==> config.mk <==
export PLATFORM = sky130hd
export DESIGN_NAME = page_replacement_fifo_lru_unit
export DESIGN_NICKNAME = d
export VERILOG_FILES = /design/src/design/prfl_pkg.sv /design/src/design/page_replacement_fifo_lru_unit.sv
export SDC_FILE = /design/constraint.sdc
export NUM_CORES = 1
export LEC_CHECK = 0
export BUFFER_PORTS_ARGS = -buffer_cell sky130_fd_sc_hd__buf_2
export CAP_MARGIN = 0
export CORE_MARGIN = 3
export CORE_UTILIZATION = 55
export DETAILED_ROUTE_END_ITERATION = 16
export HOLD_SLACK_MARGIN = 0.02
export PLACE_DENSITY = 0.84
export SLEW_MARGIN = 10
export SYNTH_ARGS = -nofsm -noshare
export SYNTH_HDL_FRONTEND = slang
export SYNTH_SLANG_ARGS = --single-unit
==> constraint.sdc <==
create_clock -name clk -period 7.83 [get_ports clk]
set_input_delay 1.1745 -clock clk [delete_from_list [all_inputs] [get_ports clk]]
set_output_delay 1.1745 -clock clk [all_outputs]
set_load 0.01 [all_outputs]
==> src/design/prfl_pkg.sv <==
// Package for the page replacement unit: field widths, register indexes
// and policy codes shared by the design. Depends on nothing.
package prfl_pkg;

	localparam int COUNT_BITS     = 4;
	localparam int SLOT_BITS      = 3;
	localparam int RANK_BITS      = 3;
	localparam int FAULT_BITS     = 32;
	localparam int CFG_INDEX_BITS = 2;
	localparam int CFG_DATA_BITS  = 4;

	localparam logic [RANK_BITS-1:0] RANK_MAX = {RANK_BITS{1'b1}};
	localparam logic [FAULT_BITS-1:0] FAULT_MAX = {FAULT_BITS{1'b1}};
	localparam logic [COUNT_BITS-1:0] FRAME_COUNT_RESET = COUNT_BITS'(4);

	typedef enum logic {
		POLICY_FIFO = 1'b0,
		POLICY_LRU  = 1'b1
	} policy_t;

	typedef enum logic [CFG_INDEX_BITS-1:0] {
		REG_POLICY_MODE = 2'd0,
		REG_FRAME_COUNT = 2'd1
	} reg_index_t;

endpackage

==> src/design/page_replacement_fifo_lru_unit.sv <==
// Page replacement unit top level, FIFO or LRU victim choice over up to MAX_FRAMES frames.
// An accepted word passes the input register, then the output register; throughput one
// word per cycle unless out_ready stalls, set by the tag compare and frame/rank update.
// Reset clears frame valid bits, recency ranks, FIFO pointer and fault count at once;
// policy resets to FIFO and frame count to 4. Stored page numbers are not reset.
// Depends on prfl_pkg.
module page_replacement_fifo_lru_unit #(
	parameter int MAX_FRAMES = 8,
	parameter int PAGE_BITS  = 16
) (
	input  logic                               clk,
	input  logic                               arst_n,
	input  logic                               cfg_valid,
	output logic                               cfg_ready,
	input  logic [prfl_pkg::CFG_INDEX_BITS-1:0] cfg_index,
	input  logic [prfl_pkg::CFG_DATA_BITS-1:0]  cfg_data,
	input  logic                               in_valid,
	output logic                               in_ready,
	input  logic [PAGE_BITS-1:0]               page_number,
	output logic                               out_valid,
	input  logic                               out_ready,
	output logic                               hit,
	output logic [prfl_pkg::SLOT_BITS-1:0]      slot,
	output logic                               evicted_valid,
	output logic [PAGE_BITS-1:0]               evicted_page,
	output logic [prfl_pkg::FAULT_BITS-1:0]     fault_total
);
	import prfl_pkg::*;

	localparam int IDX_BITS = (MAX_FRAMES > 1) ? $clog2(MAX_FRAMES) : 1;
	localparam int N_BITS   = COUNT_BITS + 1;
	localparam logic [N_BITS-1:0] N_MAX = N_BITS'(MAX_FRAMES);

	policy_t                policy_q;
	logic [COUNT_BITS-1:0]  frame_count_q;

	logic                   s1_valid;
	logic [PAGE_BITS-1:0]   page_s1;

	logic [PAGE_BITS-1:0]   frame_page_q [MAX_FRAMES];
	logic [MAX_FRAMES-1:0]  frame_valid_q;
	logic [RANK_BITS-1:0]   rank_q [MAX_FRAMES];
	logic [IDX_BITS-1:0]    fifo_q;
	logic [FAULT_BITS-1:0]  fault_q;

	logic                   out_valid_q;
	logic                   hit_q;
	logic [SLOT_BITS-1:0]   slot_q;
	logic                   evicted_valid_q;
	logic [PAGE_BITS-1:0]   evicted_page_q;

	logic                   advance;
	logic                   commit;
	logic [N_BITS-1:0]      n_c;
	logic [MAX_FRAMES-1:0]  active_c;
	logic [MAX_FRAMES-1:0]  hit_vec_c;
	logic [MAX_FRAMES-1:0]  empty_vec_c;
	logic                   hit_c;
	logic                   found_c;
	logic [IDX_BITS-1:0]    hit_idx_c;
	logic [IDX_BITS-1:0]    empty_idx_c;
	logic [IDX_BITS-1:0]    fifo_idx_c;
	logic [IDX_BITS-1:0]    fifo_next_c;
	logic [N_BITS-1:0]      fifo_inc_c;
	logic [(1<<RANK_BITS)-1:0] rank_has_c;
	logic [RANK_BITS-1:0]   rank_max_c;
	logic [MAX_FRAMES-1:0]  lru_vec_c;
	logic [IDX_BITS-1:0]    lru_idx_c;
	logic [IDX_BITS-1:0]    slot_c;
	logic                   evict_c;
	logic [RANK_BITS:0]     old_rank_c;
	logic [RANK_BITS-1:0]   rank_next_c [MAX_FRAMES];

	assign cfg_ready = 1'b1;
	assign advance   = !out_valid_q || out_ready;
	assign in_ready  = !s1_valid || advance;
	assign commit    = s1_valid && advance;

	always_comb begin
		if (frame_count_q == '0) begin
			n_c = N_BITS'(1);
		end else if (N_BITS'(frame_count_q) > N_MAX) begin
			n_c = N_MAX;
		end else begin
			n_c = N_BITS'(frame_count_q);
		end
	end

	always_comb begin
		for (int i = 0; i < MAX_FRAMES; i++) begin
			active_c[i]    = N_BITS'(i) < n_c;
			hit_vec_c[i]   = active_c[i] && frame_valid_q[i] && (frame_page_q[i] == page_s1);
			empty_vec_c[i] = active_c[i] && !frame_valid_q[i];
		end
		hit_c   = |hit_vec_c;
		found_c = |empty_vec_c;
	end

	// lowest set index of each vector
	always_comb begin
		hit_idx_c   = '0;
		empty_idx_c = '0;
		lru_idx_c   = '0;
		for (int i = MAX_FRAMES - 1; i >= 0; i--) begin
			if (hit_vec_c[i]) begin
				hit_idx_c = IDX_BITS'(i);
			end
			if (empty_vec_c[i]) begin
				empty_idx_c = IDX_BITS'(i);
			end
			if (lru_vec_c[i]) begin
				lru_idx_c = IDX_BITS'(i);
			end
		end
	end

	always_comb begin
		fifo_idx_c  = (N_BITS'(fifo_q) < n_c) ? fifo_q : '0;
		fifo_inc_c  = N_BITS'(fifo_idx_c) + N_BITS'(1);
		fifo_next_c = (fifo_inc_c < n_c) ? IDX_BITS'(fifo_inc_c) : '0;
	end

	always_comb begin
		rank_has_c = '0;
		for (int r = 0; r < (1 << RANK_BITS); r++) begin
			for (int i = 0; i < MAX_FRAMES; i++) begin
				if (active_c[i] && (rank_q[i] == RANK_BITS'(r))) begin
					rank_has_c[r] = 1'b1;
				end
			end
		end
		rank_max_c = '0;
		for (int r = 0; r < (1 << RANK_BITS); r++) begin
			if (rank_has_c[r]) begin
				rank_max_c = RANK_BITS'(r);
			end
		end
		for (int i = 0; i < MAX_FRAMES; i++) begin
			lru_vec_c[i] = active_c[i] && (rank_q[i] == rank_max_c);
		end
	end

	always_comb begin
		evict_c = !hit_c && !found_c;
		if (hit_c) begin
			slot_c = hit_idx_c;
		end else if (found_c) begin
			slot_c = empty_idx_c;
		end else if (policy_q == POLICY_FIFO) begin
			slot_c = fifo_idx_c;
		end else begin
			slot_c = lru_idx_c;
		end
		old_rank_c = found_c && !hit_c ? (RANK_BITS + 1)'(RANK_MAX) + 1'b1
		                               : {1'b0, rank_q[slot_c]};
		for (int i = 0; i < MAX_FRAMES; i++) begin
			if (IDX_BITS'(i) == slot_c) begin
				rank_next_c[i] = '0;
			end else if (active_c[i] && frame_valid_q[i] && ({1'b0, rank_q[i]} < old_rank_c)
			             && (rank_q[i] != RANK_MAX)) begin
				rank_next_c[i] = rank_q[i] + 1'b1;
			end else begin
				rank_next_c[i] = rank_q[i];
			end
		end
	end

	always_ff @(posedge clk or negedge arst_n) begin
		if (!arst_n) begin
			policy_q      <= POLICY_FIFO;
			frame_count_q <= FRAME_COUNT_RESET;
		end else if (cfg_valid && cfg_ready) begin
			unique case (cfg_index)
				REG_POLICY_MODE: policy_q <= policy_t'(cfg_data[0]);
				REG_FRAME_COUNT: frame_count_q <= cfg_data[COUNT_BITS-1:0];
				default: ;
			endcase
		end
	end

	always_ff @(posedge clk or negedge arst_n) begin
		if (!arst_n) begin
			s1_valid <= 1'b0;
		end else if (in_ready) begin
			s1_valid <= in_valid;
		end
	end

	always_ff @(posedge clk) begin
		if (in_valid && in_ready) begin
			page_s1 <= page_number;
		end
	end

	always_ff @(posedge clk) begin
		if (commit && !hit_c) begin
			frame_page_q[slot_c] <= page_s1;
		end
	end

	always_ff @(posedge clk or negedge arst_n) begin
		if (!arst_n) begin
			frame_valid_q <= '0;
			fifo_q        <= '0;
			fault_q       <= '0;
			for (int i = 0; i < MAX_FRAMES; i++) begin
				rank_q[i] <= '0;
			end
		end else if (commit) begin
			frame_valid_q[slot_c] <= 1'b1;
			rank_q <= rank_next_c;
			if (evict_c && (policy_q == POLICY_FIFO)) begin
				fifo_q <= fifo_next_c;
			end
			if (!hit_c && (fault_q != FAULT_MAX)) begin
				fault_q <= fault_q + 1'b1;
			end
		end
	end

	always_ff @(posedge clk or negedge arst_n) begin
		if (!arst_n) begin
			out_valid_q <= 1'b0;
		end else if (advance) begin
			out_valid_q <= s1_valid;
		end
	end

	always_ff @(posedge clk) begin
		if (commit) begin
			hit_q           <= hit_c;
			slot_q          <= SLOT_BITS'(slot_c);
			evicted_valid_q <= evict_c;
			evicted_page_q  <= evict_c ? frame_page_q[slot_c] : '0;
			fault_total     <= (!hit_c && (fault_q != FAULT_MAX)) ? fault_q + 1'b1 : fault_q;
		end
	end

	assign out_valid     = out_valid_q;
	assign hit           = hit_q;
	assign slot          = slot_q;
	assign evicted_valid = evicted_valid_q;
	assign evicted_page  = evicted_page_q;

	a_fault_monotonic: assert property (@(posedge clk) disable iff (!arst_n)
		fault_q >= $past(fault_q))
		else $error("fault count decreased");

	a_fault_fills_frame: assert property (@(posedge clk) disable iff (!arst_n)
		commit && !hit_c |=> frame_valid_q[$past(slot_c)])
		else $error("faulted frame not marked valid");

	a_touch_rank_zero: assert property (@(posedge clk) disable iff (!arst_n)
		commit |=> rank_q[$past(slot_c)] == '0)
		else $error("referenced frame not most recent");

	a_stall_cause: assert property (@(posedge clk) disable iff (!arst_n)
		!in_ready |-> s1_valid && out_valid_q && !out_ready)
		else $error("input stalled without a held result");

endmodule
======== Word-level counts from Yosys, hierarchy flattened ========
Memories as Yosys holds them, arrays and structs flattened. A register that Yosys moved wholly into a read port is not among the register bits.
Index checks and enable logic that the tools add are counted.
cells by class
  add/subtract/negate cells ............... 10
  magnitude comparators ................... 22
  equality and inequality tests ........... 89
  mux-type cells .......................... 119
  bitwise operators ....................... 3
  reductions and logical operators ........ 151
operators with widths
  kind                                                       count
  two-way mux 3 bit                                          53
  == test 16 bit                                             8
  logical AND 1 bit                                          112
  == test 3 bit, second input constant                       32
  two-way mux 1 bit                                          60
  == test 3 x 2 -> 1 bit, second input constant              16
  adder 32 x 1 -> 32 bit, second input constant              1
  less-than comparator 3 x 4 -> 1 bit                        8
  two-way mux 32 bit                                         1
  != test 32 bit, second input constant                      1
  adder 3 x 1 -> 3 bit, second input constant                8
  == test 3 x 1 -> 1 bit, second input constant              8
  == test 3 bit                                              8
  != test 3 bit, second input constant                       8
  AND reduction 2 bit                                        11
  less-than comparator 3 x 5 -> 1 bit, first input constant  4
  nonzero test 2 bit                                         8
  OR reduction 8 bit                                         2
  logical NOT 1 bit                                          13
  == test 3 bit, first input constant                        4
  less-than comparator 1 x 5 -> 1 bit, first input constant  2
  less-than comparator 2 x 5 -> 1 bit, first input constant  2
  binary-select mux 3 bit (select 3 bit)                     1
  two-way mux 4 bit                                          2
  19 further kinds                                           21
word-level totals
  register bits after elaboration ......... 127
  RAM bits ................................ 128
  bits of input ports ..................... 27
  output and inout bits ................... 56
  logic and storage cells ................. 415
  memories kept ........................... 1
memory list
  memory        depth  width  read ports  clocked after memory_dff  wr ports  RTL line                              RTL
  frame_page_q  8      16     9           1                         1         page_replacement_fifo_lru_unit.sv:40  logic [PAGE_BITS-1:0] frame_page_q [MAX_FRAMES];

======== Logic depth before layout (Yosys ltp) ========
Gate-level depths: netlist of run 1.
  depth in word-level cells ............... 43
  depth in mapped cells ................... 26
  depth with buffers taken out ............ 23

======== Worst setup path after synthesis of run 1 ========
Ideal clock, no wire load.
  path type ............................... reg2reg
  start ................................... reg rank_q[18] in the netlist's numbering
  end ..................................... reg rank_q[21] in the netlist's numbering
  data arrival time ....................... 5.647 ns
  data required time ...................... 7.766 ns
  path slack .............................. 2.118 ns
  cell stages (with the launch flop) ...... 24
  period minus slack after synthesis ...... 5.712 ns
  cells stage by stage .................... dfrtp_1 ha_1 ha_1 maj3_1 o22ai_1 nand4b_1 nor3_2 nand2_1 or3_1 o311ai_1 a31oi_2 o211a_1 or2_1 buf_2 buf_1 a211oi_1 a211oi_1 o21ai_0 ha_1 a21oi_1 nor2_1 or4_4 a211oi_1 a21o_1
between the ends
  cells in the longest elaborated chain, start to end .. 39
  elaborated cells between the ends (all ways) .. 109
  classes of those cells .................. order compare: 1; eq/ne: 15; mux: 72; bitwise: 1; reduce/logical: 20
ends and longest elaborated chain
  item                                                  RTL line                               RTL
  from (decl)                                           page_replacement_fifo_lru_unit.sv:42   logic [RANK_BITS-1:0] rank_q [MAX_FRAMES];
  from (signal assigned)                                page_replacement_fifo_lru_unit.sv:211  rank_q <= rank_next_c;
  == test 3 x 1 -> 1 bit                                page_replacement_fifo_lru_unit.sv:127  if (active_c[i] && (rank_q[i] == RANK_BITS'(r))) begin
  logical AND 1 bit                                     page_replacement_fifo_lru_unit.sv:127
  two-way mux 1 bit (7 in a row)                        page_replacement_fifo_lru_unit.sv:127
  two-way mux 1 bit                                     page_replacement_fifo_lru_unit.sv:134  if (rank_has_c[r]) begin
  two-way mux 3 bit (6 in a row)                        page_replacement_fifo_lru_unit.sv:134
  == test 3 bit                                         page_replacement_fifo_lru_unit.sv:139  lru_vec_c[i] = active_c[i] && (rank_q[i] == rank_max_c);
  logical AND 1 bit                                     page_replacement_fifo_lru_unit.sv:139
  two-way mux 3 bit (8 in a row)                        page_replacement_fifo_lru_unit.sv:111  if (lru_vec_c[i]) begin
  [4 not listed]                                        --
  binary-select mux 3 bit (select 3 bit)                page_replacement_fifo_lru_unit.sv:155  : {1'b0, rank_q[slot_c]};
  two-way mux 3 bit (not written as such) (2 in a row)  page_replacement_fifo_lru_unit.sv:155
  two-way mux 4 bit                                     page_replacement_fifo_lru_unit.sv:154  old_rank_c = found_c && !hit_c ? (RANK_BITS + 1)'(RANK_MAX) + 1'b1
  less-than comparator 3 x 4 -> 1 bit                   page_replacement_fifo_lru_unit.sv:159  end else if (active_c[i] && frame_valid_q[i] && ({1'b0, rank_q[i]} < old_rank_c)
  logical AND 1 bit                                     page_replacement_fifo_lru_unit.sv:159
  logical AND 1 bit                                     page_replacement_fifo_lru_unit.sv:160  && (rank_q[i] != RANK_MAX)) begin
  nonzero test 2 bit (no line)                          --
  AND reduction 2 bit (no line)                         --
Several ways; a longest one is shown, not always the timed one. The select of a mux whose other input is x is not followed.
A chain may end at the register's enable or synchronous reset.

======== Final worst setup path of run 1 ========
  start ................................... reg frame_count_q[1]
  end ..................................... reg rank_q[4] in the netlist's numbering
between the ends
  cells in the longest elaborated chain, start to end .. 43
  elaborated cells between the ends (all ways) .. 216
  classes of those cells .................. order compare: 11; eq/ne: 9; mux: 98; bitwise: 1; reduce/logical: 97
ends and longest elaborated chain
  item                                                  RTL line                               RTL
  from (decl)                                           page_replacement_fifo_lru_unit.sv:35   logic [COUNT_BITS-1:0] frame_count_q;
  from (signal assigned)                                page_replacement_fifo_lru_unit.sv:175  REG_FRAME_COUNT: frame_count_q <= cfg_data[COUNT_BITS-1:0];
  greater-than comparator 4 bit                         page_replacement_fifo_lru_unit.sv:82   end else if (N_BITS'(frame_count_q) > N_MAX) begin
  two-way mux 4 bit                                     page_replacement_fifo_lru_unit.sv:82
  two-way mux 5 bit *                                   page_replacement_fifo_lru_unit.sv:80   if (frame_count_q == '0) begin
  less-than comparator 1 x 5 -> 1 bit                   page_replacement_fifo_lru_unit.sv:91   active_c[i] = N_BITS'(i) < n_c;
  logical AND 1 bit                                     page_replacement_fifo_lru_unit.sv:127
  two-way mux 1 bit (8 in a row)                        page_replacement_fifo_lru_unit.sv:127
  two-way mux 1 bit                                     page_replacement_fifo_lru_unit.sv:134
  two-way mux 3 bit (6 in a row)                        page_replacement_fifo_lru_unit.sv:134
  [14 not listed]                                       --
  binary-select mux 3 bit (select 3 bit)                page_replacement_fifo_lru_unit.sv:155
  two-way mux 3 bit (not written as such) (2 in a row)  page_replacement_fifo_lru_unit.sv:155
  two-way mux 4 bit                                     page_replacement_fifo_lru_unit.sv:154
  less-than comparator 3 x 4 -> 1 bit                   page_replacement_fifo_lru_unit.sv:159
  logical AND 1 bit                                     page_replacement_fifo_lru_unit.sv:159
  logical AND 1 bit                                     page_replacement_fifo_lru_unit.sv:160
  nonzero test 2 bit (no line)                          --
  AND reduction 2 bit (no line)                         --
Mark *: on every way between the ends. The rest lies on a longest branch, timed or not. The select of a mux whose other input is x is not followed.

==> flow_summary.toml, run 1 <==
[outcome]
status = "finished, final reports clean"

[finish]
fillers = 2241
layout_commonest_cell = "nand2_1"
multi_input_area_um2 = 7720
nets = 1724
antenna_cells = 0
mostFrequentLayoutCells = "217 x nand2_1, 197 x edfxtp_1, 137 x nand3_1"
drive_gt1_share_pct = 11.2
seqCellArea_um2 = 7770
syn2layout_area_growth_pct = 10.7

[floorplan]
dieArea_um2 = 31100
initial_utilization_pct = 56.6
core-area_um2 = 28200
rows = 61
die_width_um = 176
fp.dieH_um = 176
pin_count = 83

[cts]
cts-htree-levels = 1
cts_tree = "built"
cts_hold_buf = 0
cts_buffers = 30
clk_latency_ns = 0.58
clock_sinks = 271
cts_resized = 0
cts_root_buffer = "clkbuf_16"
clk_pin_slew_ns = 0.06
cts_setup_buffers = 0
clk_path_buf_depth = 3

[yosys]
syn_nets = 1673
synthFlopType = "edfxtp_1"
yosys_warnings = 0
synth.area.mux_share_pct = 0.540
synth_fa_ha_area_share_pct = 5.68
synthArstFlopShare_pct = 27.3
synth_top_family_by_area = "simple AND/OR/NAND/NOR gates"
yosys.area.top_type = "edfxtp_1"
ys_top_cells_by_area = "edfxtp_1 37%, dfrtp_1 11%, xnor2_1 6.6%"
synth_seq_area_share_pct = 48.6
ys_types = 91
synth_cells = 1575
synthSimpleGateAreaFrac_pct = 18.5
synth.avg_cell_area_um2 = 10.2
yosys.area.top_type_share_pct = 37.0
syn_area_um2 = 16000
synth_xor_area_share_pct = 11.1
ys_ff_latch = 271
synth_compound_area_share_pct = 12.3
synth_edf_count = 197

[hold_path]
hold_depth = 1
hold_class = "flop to flop"
whs_endpoint = "out_valid"
hp-start = "s1_valid"

[drt]
wl_per_cell_um = 23.2
drcViolationCount = 0
vias = 13000
ant_nets = 0
dr.first_iter.drc_count = 1797
wirelength_mm = 47.0
vias_per_cell = 6.43
first_pass_iters = 9

[global_routing]
grt_max_degree = 75
grt.overflow.total = 0
grt_pass1_wl_mm = 72.3
grt_usage_pct = 29.6
grt_pass1_vias = 12600
antenna_found_initial = 1

[setup_path]
reg2reg_depth = 19
critPathLaunchType = "flop"
rr_startpoint = "frame_count_q[1]"
critPathArrivalTime_ns = 7.75
r2r_setup_slack_ns = 0.50
required_ns = 8.25
cp_max_fo = 39
critPathKind = "flop to flop"
r2r_end = "rank_q[4]"
critPathCaptureType = "flop"

[sta]
min_period_ns = 7.33
fin_setup_tns_ns = 0
fin_crit_sh_pct = 93.6
worstMarginPinSlew_ns = 1.20
rsz0062_at_grt = "no"
finalHoldViolCount = 0
fin_worst_skew_ns = 0.0298
setup_violations = 0
fmaxAchievable_mhz = 136
drv_slew = 0
relSlewSlack_pct = 19.8

[job]
maxCapViolCount = 0

[place]
gp_congestion = 1.03
hpwl_mm = 32.2
placement.io_buffers = 81
## area by class of cell
cell class                 count  area share (%)
clock inverter                15           0.855
multi-input combinational   1174            43.6
clock buffer                  41            4.76
sequential                   271            43.9
timing repair buffer         103            3.24
tap                          378            2.67
inverter                      46           0.983
## how the worst max path moves through the flow
stage,startpoint,to,slack [ns],cells after the start
after floorplan,rank_q[18],rank_q[21],2.12,23
after detailed placement,frame_count_q[1],rank_q[4],0.85,19
final,frame_count_q[1],rank_q[4],0.50,19
after global placement,frame_count_q[1],rank_q[2],1.08,19
after global routing,frame_count_q[1],rank_q[4],0.28,19
after CTS,frame_count_q[1],rank_q[4],0.79,19
## stage by stage
| step | worst slack [ns] | cells | area, µm² | utilization, % | hold WS (ns) |
|---|---|---|---|---|---|
| floorplan | 2.12 | 1575 | 16000 | - | 0.457 |
| CTS | 0.787 | 2028 | 17700 | 62.7 | 0.499 |
| global placement | 1.08 | 1972 | 16700 | 59.2 | 0.468 |
| finish | 0.502 | 2028 | 17700 | 62.7 | 0.499 |
| detailed placement | 0.854 | 1972 | 16700 | 59.2 | 0.487 |
| global route | 0.277 | 2028 | 17700 | 62.7 | 0.523 |
## logic make-up after synthesis
kind of cell             Yosys count
other                              1
XOR/XNOR                         203
flip-flops                       271
adder cells (fa/ha/maj)           73
AND/OR/NAND/NOR                  616
AO/OA/AOI/OAI                    273
buffers and inverters            130
multiplexers                       8
## metal layers
| layer | GRT usage, % | part of all wire [%] |
|---|---|---|
| met1 | 39.7 | 38 |
| met2 | 47.2 | 46 |
| met3 | 5.27 | 10 |
| met4 | 13.7 | 5.2 |
| met5 | 0 | 0 |
## critical path, stage by stage (launching register included)
cell and delay [ns]:
dfrtp_1 0.62, nor3_1 0.72, o21ai_0 0.23, a21oi_1 0.44, nand2_1 0.17, or3_1 0.89, a21oi_1 0.40, a21boi_1 0.31
inv_1 0.11, o31ai_4 0.43, buf_4 0.54, a211oi_1 0.15, o21ai_1 0.84, ha_1 0.33, a21oi_1 0.08, nor2_1 0.09
a311o_1 0.22, nor2_1 0.06, o311ai_0 0.36, o31ai_1 0.15
## flip-flops by register name (all words and copies together), names as in the netlist
signal	flops
fault_q	32
fault_total	32
hit	1
frame_page_q	128
frame_count_q	4
evicted_valid	1
evicted_page	16
out_valid	1
page_s1	16
s1_valid	1
slot	3
frame_valid_q	8
policy_q	1
fifo_q	3
rank_q	24
## synth_stat cells (42+ instances only)
cell        n
edfxtp_1  197
nor2_1     91
dfrtp_1    73
xor2_1     82
nand3_1   137
o21ai_0    43
xnor2_1   121
nand2_1   217
ha_1       71
clkbuf_1   63
a21oi_1    53
inv_1      42
Power of run 1 is left out: the tool's default activity adds up to more than one toggle a clock period on the data nets, which glitch-free logic cannot reach.
==> run 2, diff against run 1 <==
--- a/config.mk
+++ b/config.mk
@@ -7,7 +7,6 @@
 export LEC_CHECK = 0
 export BUFFER_PORTS_ARGS = -buffer_cell sky130_fd_sc_hd__buf_2
 export CAP_MARGIN = 0
-export CORE_MARGIN = 3
 export CORE_UTILIZATION = 55
 export DETAILED_ROUTE_END_ITERATION = 16
 export HOLD_SLACK_MARGIN = 0.02
==> flow_summary.toml, run 2 (synthesis results as in run 1) <==
[setup_path]
critPathCaptureType = "flop"
critPathLaunchType = "flop"
critPathKind = "flop to flop"
required_ns = 8.29
cp_max_fo = 17
critPathArrivalTime_ns = 7.21

[finish]
layout_commonest_cell = "nand2_1"
drive_gt1_share_pct = 11.7
largest_register_ffs = 128
antenna_cells = 0
seqCellArea_um2 = 7770
top_regs = "frame_page_q (128), fault_q (32), fault_total (32)"
syn2layout_area_growth_pct = 11.0
mostFrequentLayoutCells = "217 x nand2_1, 197 x edfxtp_1, 137 x nand3_1"
multi_input_area_um2 = 7710
nets = 1730
fillers = 2262
largest_register = "frame_page_q"

[drt]
first_pass_iters = 6
vias = 13100
wirelength_mm = 46.7
dr.first_iter.drc_count = 1630
vias_per_cell = 6.45
drcViolationCount = 0
ant_nets = 0
wl_per_cell_um = 22.9

[sta]
finalHoldViolCount = 0
hold_ws_ns = 0.490
worst_slack_ns = 1.08
fin_crit_sh_pct = 86.2
fin_worst_skew_ns = 0.0223
fin_setup_tns_ns = 0
rsz0062_at_grt = "no"
setup_violations = 0
fmaxAchievable_mhz = 148
worstMarginPinSlew_ns = 1.10
min_period_ns = 6.75
drv_slew = 0
relSlewSlack_pct = 26.5

[floorplan]
fp.dieH_um = 172
initial_utilization_pct = 55.8
core-area_um2 = 28600
die_width_um = 172
pin_count = 83
dieArea_um2 = 29800
rows = 62

[place]
gp_congestion = 1.00
hpwl_mm = 32.2
pre_cts_slack_ns = 1.34
placement.io_buffers = 81

[cts]
cts-htree-levels = 1
clk_path_buf_depth = 3
cts_setup_buffers = 0
cts_resized = 0
clock_sinks = 271
cts_root_buffer = "clkbuf_16"
cts_tree = "built"
cts_hold_buf = 0
clk_pin_slew_ns = 0.06
cts_buffers = 30
clk_latency_ns = 0.58

[global_routing]
antenna_found_initial = 0
grt_max_degree = 75
grt_pass1_vias = 12400
grt.overflow.total = 0
grt_pass1_wl_mm = 71.5
grt_usage_pct = 31.8

[job]
maxCapViolCount = 0

[outcome]
status = "finished, final reports clean"

[hold_path]
hold_class = "flop to flop"
-- run 2: layer usage --
metal / vias up / GRT usage, % / wire [µm]
met3: 182 / 4.62 / 4360
met5: - / 0 / 0
li1: 5848 / - / -
met4: 0 / 17.0 / 2750
met1: 6274 / 42.2 / 18200
met2: 837 / 50.6 / 21400
-- run 2: critical path, cell delays in order (launching register included) --
cell	delay, ns
dfrtp_1	0.70
inv_1	0.31
ha_1	0.34
o21ai_0	0.36
o2111ai_1	0.33
nor3_4	0.57
xnor2_1	0.18
nor3_1	0.06
o21ai_1	0.33
a2bb2oi_1	0.47
o211a_1	0.24
or2_2	0.29
nor2_1	0.07
a211oi_1	0.24
a211oi_1	0.07
o21ai_0	0.55
buf_4	0.27
ha_1	0.26
a21oi_1	0.16
nor2_1	0.06
a311o_1	0.35
nor2_1	0.13
o311ai_0	0.16
o31ai_1	0.13
-- run 2: worst paths after layout --
path / start / endpoint / slack, ns / cells past startpoint
setup reg to reg: rank_q[14] / rank_q[5] / 1.08 / 23
setup / recovery: rank_q[14] / rank_q[5] / 1.08 / 23
hold / removal: s1_valid / out_valid / 0.49 / 1
min in group asynchronous: arst_n / rank_q[16] / 0.76 / 1
hold reg to reg: s1_valid / out_valid / 0.49 / 1
max in group asynchronous: arst_n / frame_count_q[1] / 6.37 / 1
-- run 2: per-stage QoR --
stage                     instances  cell area [µm²]  util [%]
final                          2038            17700      62.0
after global routing           2038            17700      62.0
after CTS                      2038            17700      62.0
after detailed placement       1984            16800      58.5
after global placement         1984            16800      58.5
after floorplan                1575            16000         -
-- run 2: layout make-up --
cell class                      instances  share of cell area [%]
Sequential cell                       271                    43.8
Tap cell                              384                    2.71
Multi-Input combinational cell       1174                    43.5
Timing Repair Buffer                  109                    3.48
Clock buffer                           32                    4.27
Inverter                               46                   0.980
Clock inverter                         22                    1.28
Power of run 2 is left out for the same reason.
==> run 3, diff against run 2 <==
--- a/config.mk
+++ b/config.mk
@@ -7,6 +7,8 @@
 export LEC_CHECK = 0
 export BUFFER_PORTS_ARGS = -buffer_cell sky130_fd_sc_hd__buf_2
 export CAP_MARGIN = 0
+export CORE_ASPECT_RATIO = 1.1
+export CORE_MARGIN = 1.5
 export CORE_UTILIZATION = 55
 export DETAILED_ROUTE_END_ITERATION = 16
 export HOLD_SLACK_MARGIN = 0.02
==> flow_summary.toml, run 3 (synthesis results as in run 1) <==
[outcome]
status = "finished, final reports clean"

[finish]
nets = 1729
top_regs = "frame_page_q (128), fault_q (32), fault_total (32)"
mostFrequentLayoutCells = "217 x nand2_1, 197 x edfxtp_1, 137 x nand3_1"
fillers = 2270
seqCellArea_um2 = 7770
largest_register_ffs = 128
syn2layout_area_growth_pct = 10.8
drive_gt1_share_pct = 12.0
layout_commonest_cell = "nand2_1"
multi_input_area_um2 = 7720
antenna_cells = 0
largest_register = "frame_page_q"

[cts]
cts_hold_buf = 0
clk_latency_ns = 0.57
cts_buffers = 29
cts_tree = "built"
cts_setup_buffers = 0
clock_sinks = 271
cts_root_buffer = "clkbuf_16"
cts-htree-levels = 1
clk_pin_slew_ns = 0.06
cts_resized = 0
clk_path_buf_depth = 3

[sta]
worst_slack_ns = 1.14
fmaxAchievable_mhz = 150
fin_crit_sh_pct = 85.4
fin_setup_tns_ns = 0
worstMarginPinSlew_ns = 0.990
finalHoldViolCount = 0
hold_ws_ns = 0.392
setup_violations = 0
relSlewSlack_pct = 34.0
drv_slew = 0
rsz0062_at_grt = "no"
fin_worst_skew_ns = 0.0113
min_period_ns = 6.69

[floorplan]
core-area_um2 = 28600
dieArea_um2 = 30100
fp.dieH_um = 182
rows = 65
initial_utilization_pct = 55.8
pin_count = 83
die_width_um = 166

[setup_path]
cp_max_fo = 72
required_ns = 8.27
critPathKind = "flop to flop"
reg2reg_depth = 18
r2r_setup_slack_ns = 1.14
rr_startpoint = "rank_q[2]"
critPathArrivalTime_ns = 7.12
critPathCaptureType = "flop"
r2r_end = "rank_q[22]"
critPathLaunchType = "flop"

[global_routing]
grt_usage_pct = 31.9
grt_pass1_vias = 12800
antenna_found_initial = 0
grt_max_degree = 73
grt.overflow.total = 0
grt_pass1_wl_mm = 73.4

[drt]
vias = 13100
wirelength_mm = 47.6
drcViolationCount = 0
wl_met3_mm = 4.12
highest_layer = "met4"
ant_nets = 0
wl_per_cell_um = 23.5
wl_met1_mm = 18.0
first_pass_iters = 5
wl_met2_mm = 22.1
dr.first_iter.drc_count = 1710
vias_per_cell = 6.48

[place]
pre_cts_slack_ns = 1.45
hpwl_mm = 32.9
placement.io_buffers = 81
gp_congestion = 1.01

[job]
maxCapViolCount = 0

[hold_path]
hold_class = "input port to async pin"
run 3: changes by cell type in the layout (fill, tap and decap cells not counted):
cell,delta
clkinv_2,+1
clkinv_1,-2
clkinv_16,-1
a21oi_1,-1
clkinvlp_4,+2
clkbuf_1,-2
inv_16,+1
clkbuf_16,-1
inv_8,+1
a21oi_2,+1
clkinv_4,+1
run 3: cell type report:
type / count / share of cell area (%)
sequential: 271 / 43.9
multi-input combinational: 1174 / 43.6
clock buffer: 29 / 4.10
timing repair buffer: 109 / 3.49
tap: 368 / 2.60
clock inverter: 25 / 1.41
inverter: 46 / 0.982
run 3: worst max path at each step:
| stage | start | endpoint | slack [ns] | cells past startpoint |
|---|---|---|---|---|
| 2_1_floorplan | rank_q[18] | rank_q[21] | 2.12 | 23 |
| 3_3_place_gp | frame_count_q[1] | rank_q[21] | 1.47 | 17 |
| 3_5_place_dp | frame_count_q[1] | rank_q[21] | 1.45 | 17 |
| 4_1_cts | frame_count_q[1] | rank_q[21] | 1.43 | 17 |
| 5_1_grt | frame_count_q[1] | rank_q[7] | 0.80 | 19 |
| 6_report | rank_q[2] | rank_q[22] | 1.14 | 18 |
run 3: stage by stage:
stage | area [µm²] | instances | utilization (%)
2_1_floorplan | 16000 | 1575 | -
6_report | 17700 | 2022 | 61.9
4_1_cts | 17700 | 2022 | 61.9
3_3_place_gp | 16700 | 1968 | 58.5
5_1_grt | 17700 | 2022 | 61.9
3_5_place_dp | 16700 | 1968 | 58.5
run 3: worst max-delay path, cell delays in order (launching register included):
cell and delay, ns:
dfrtp_1 0.66, inv_1 0.30, ha_1 0.27, o21ai_0 0.42, o2111ai_1 0.32, nor3_4 0.58
xnor2_1 0.19, nor3_1 0.06, o21ai_1 0.34, a2bb2oi_1 0.42, o211a_1 0.23, or2_2 0.34
buf_4 0.73, clkinv_2 0.13, buf_4 0.37, nor3_1 0.52, o21ai_0 0.17, nor3_1 0.27
o2bb2ai_1 0.13
run 3: layer usage:
| layer | vias to the layer above | global-route usage (%) |
|---|---|---|
| li1 | 5849 | - |
| met1 | 6217 | 41.0 |
| met2 | 818 | 50.7 |
| met3 | 215 | 4.77 |
| met4 | 0 | 19.1 |
| met5 | - | 0 |
Power of run 3 is left out for the same reason.
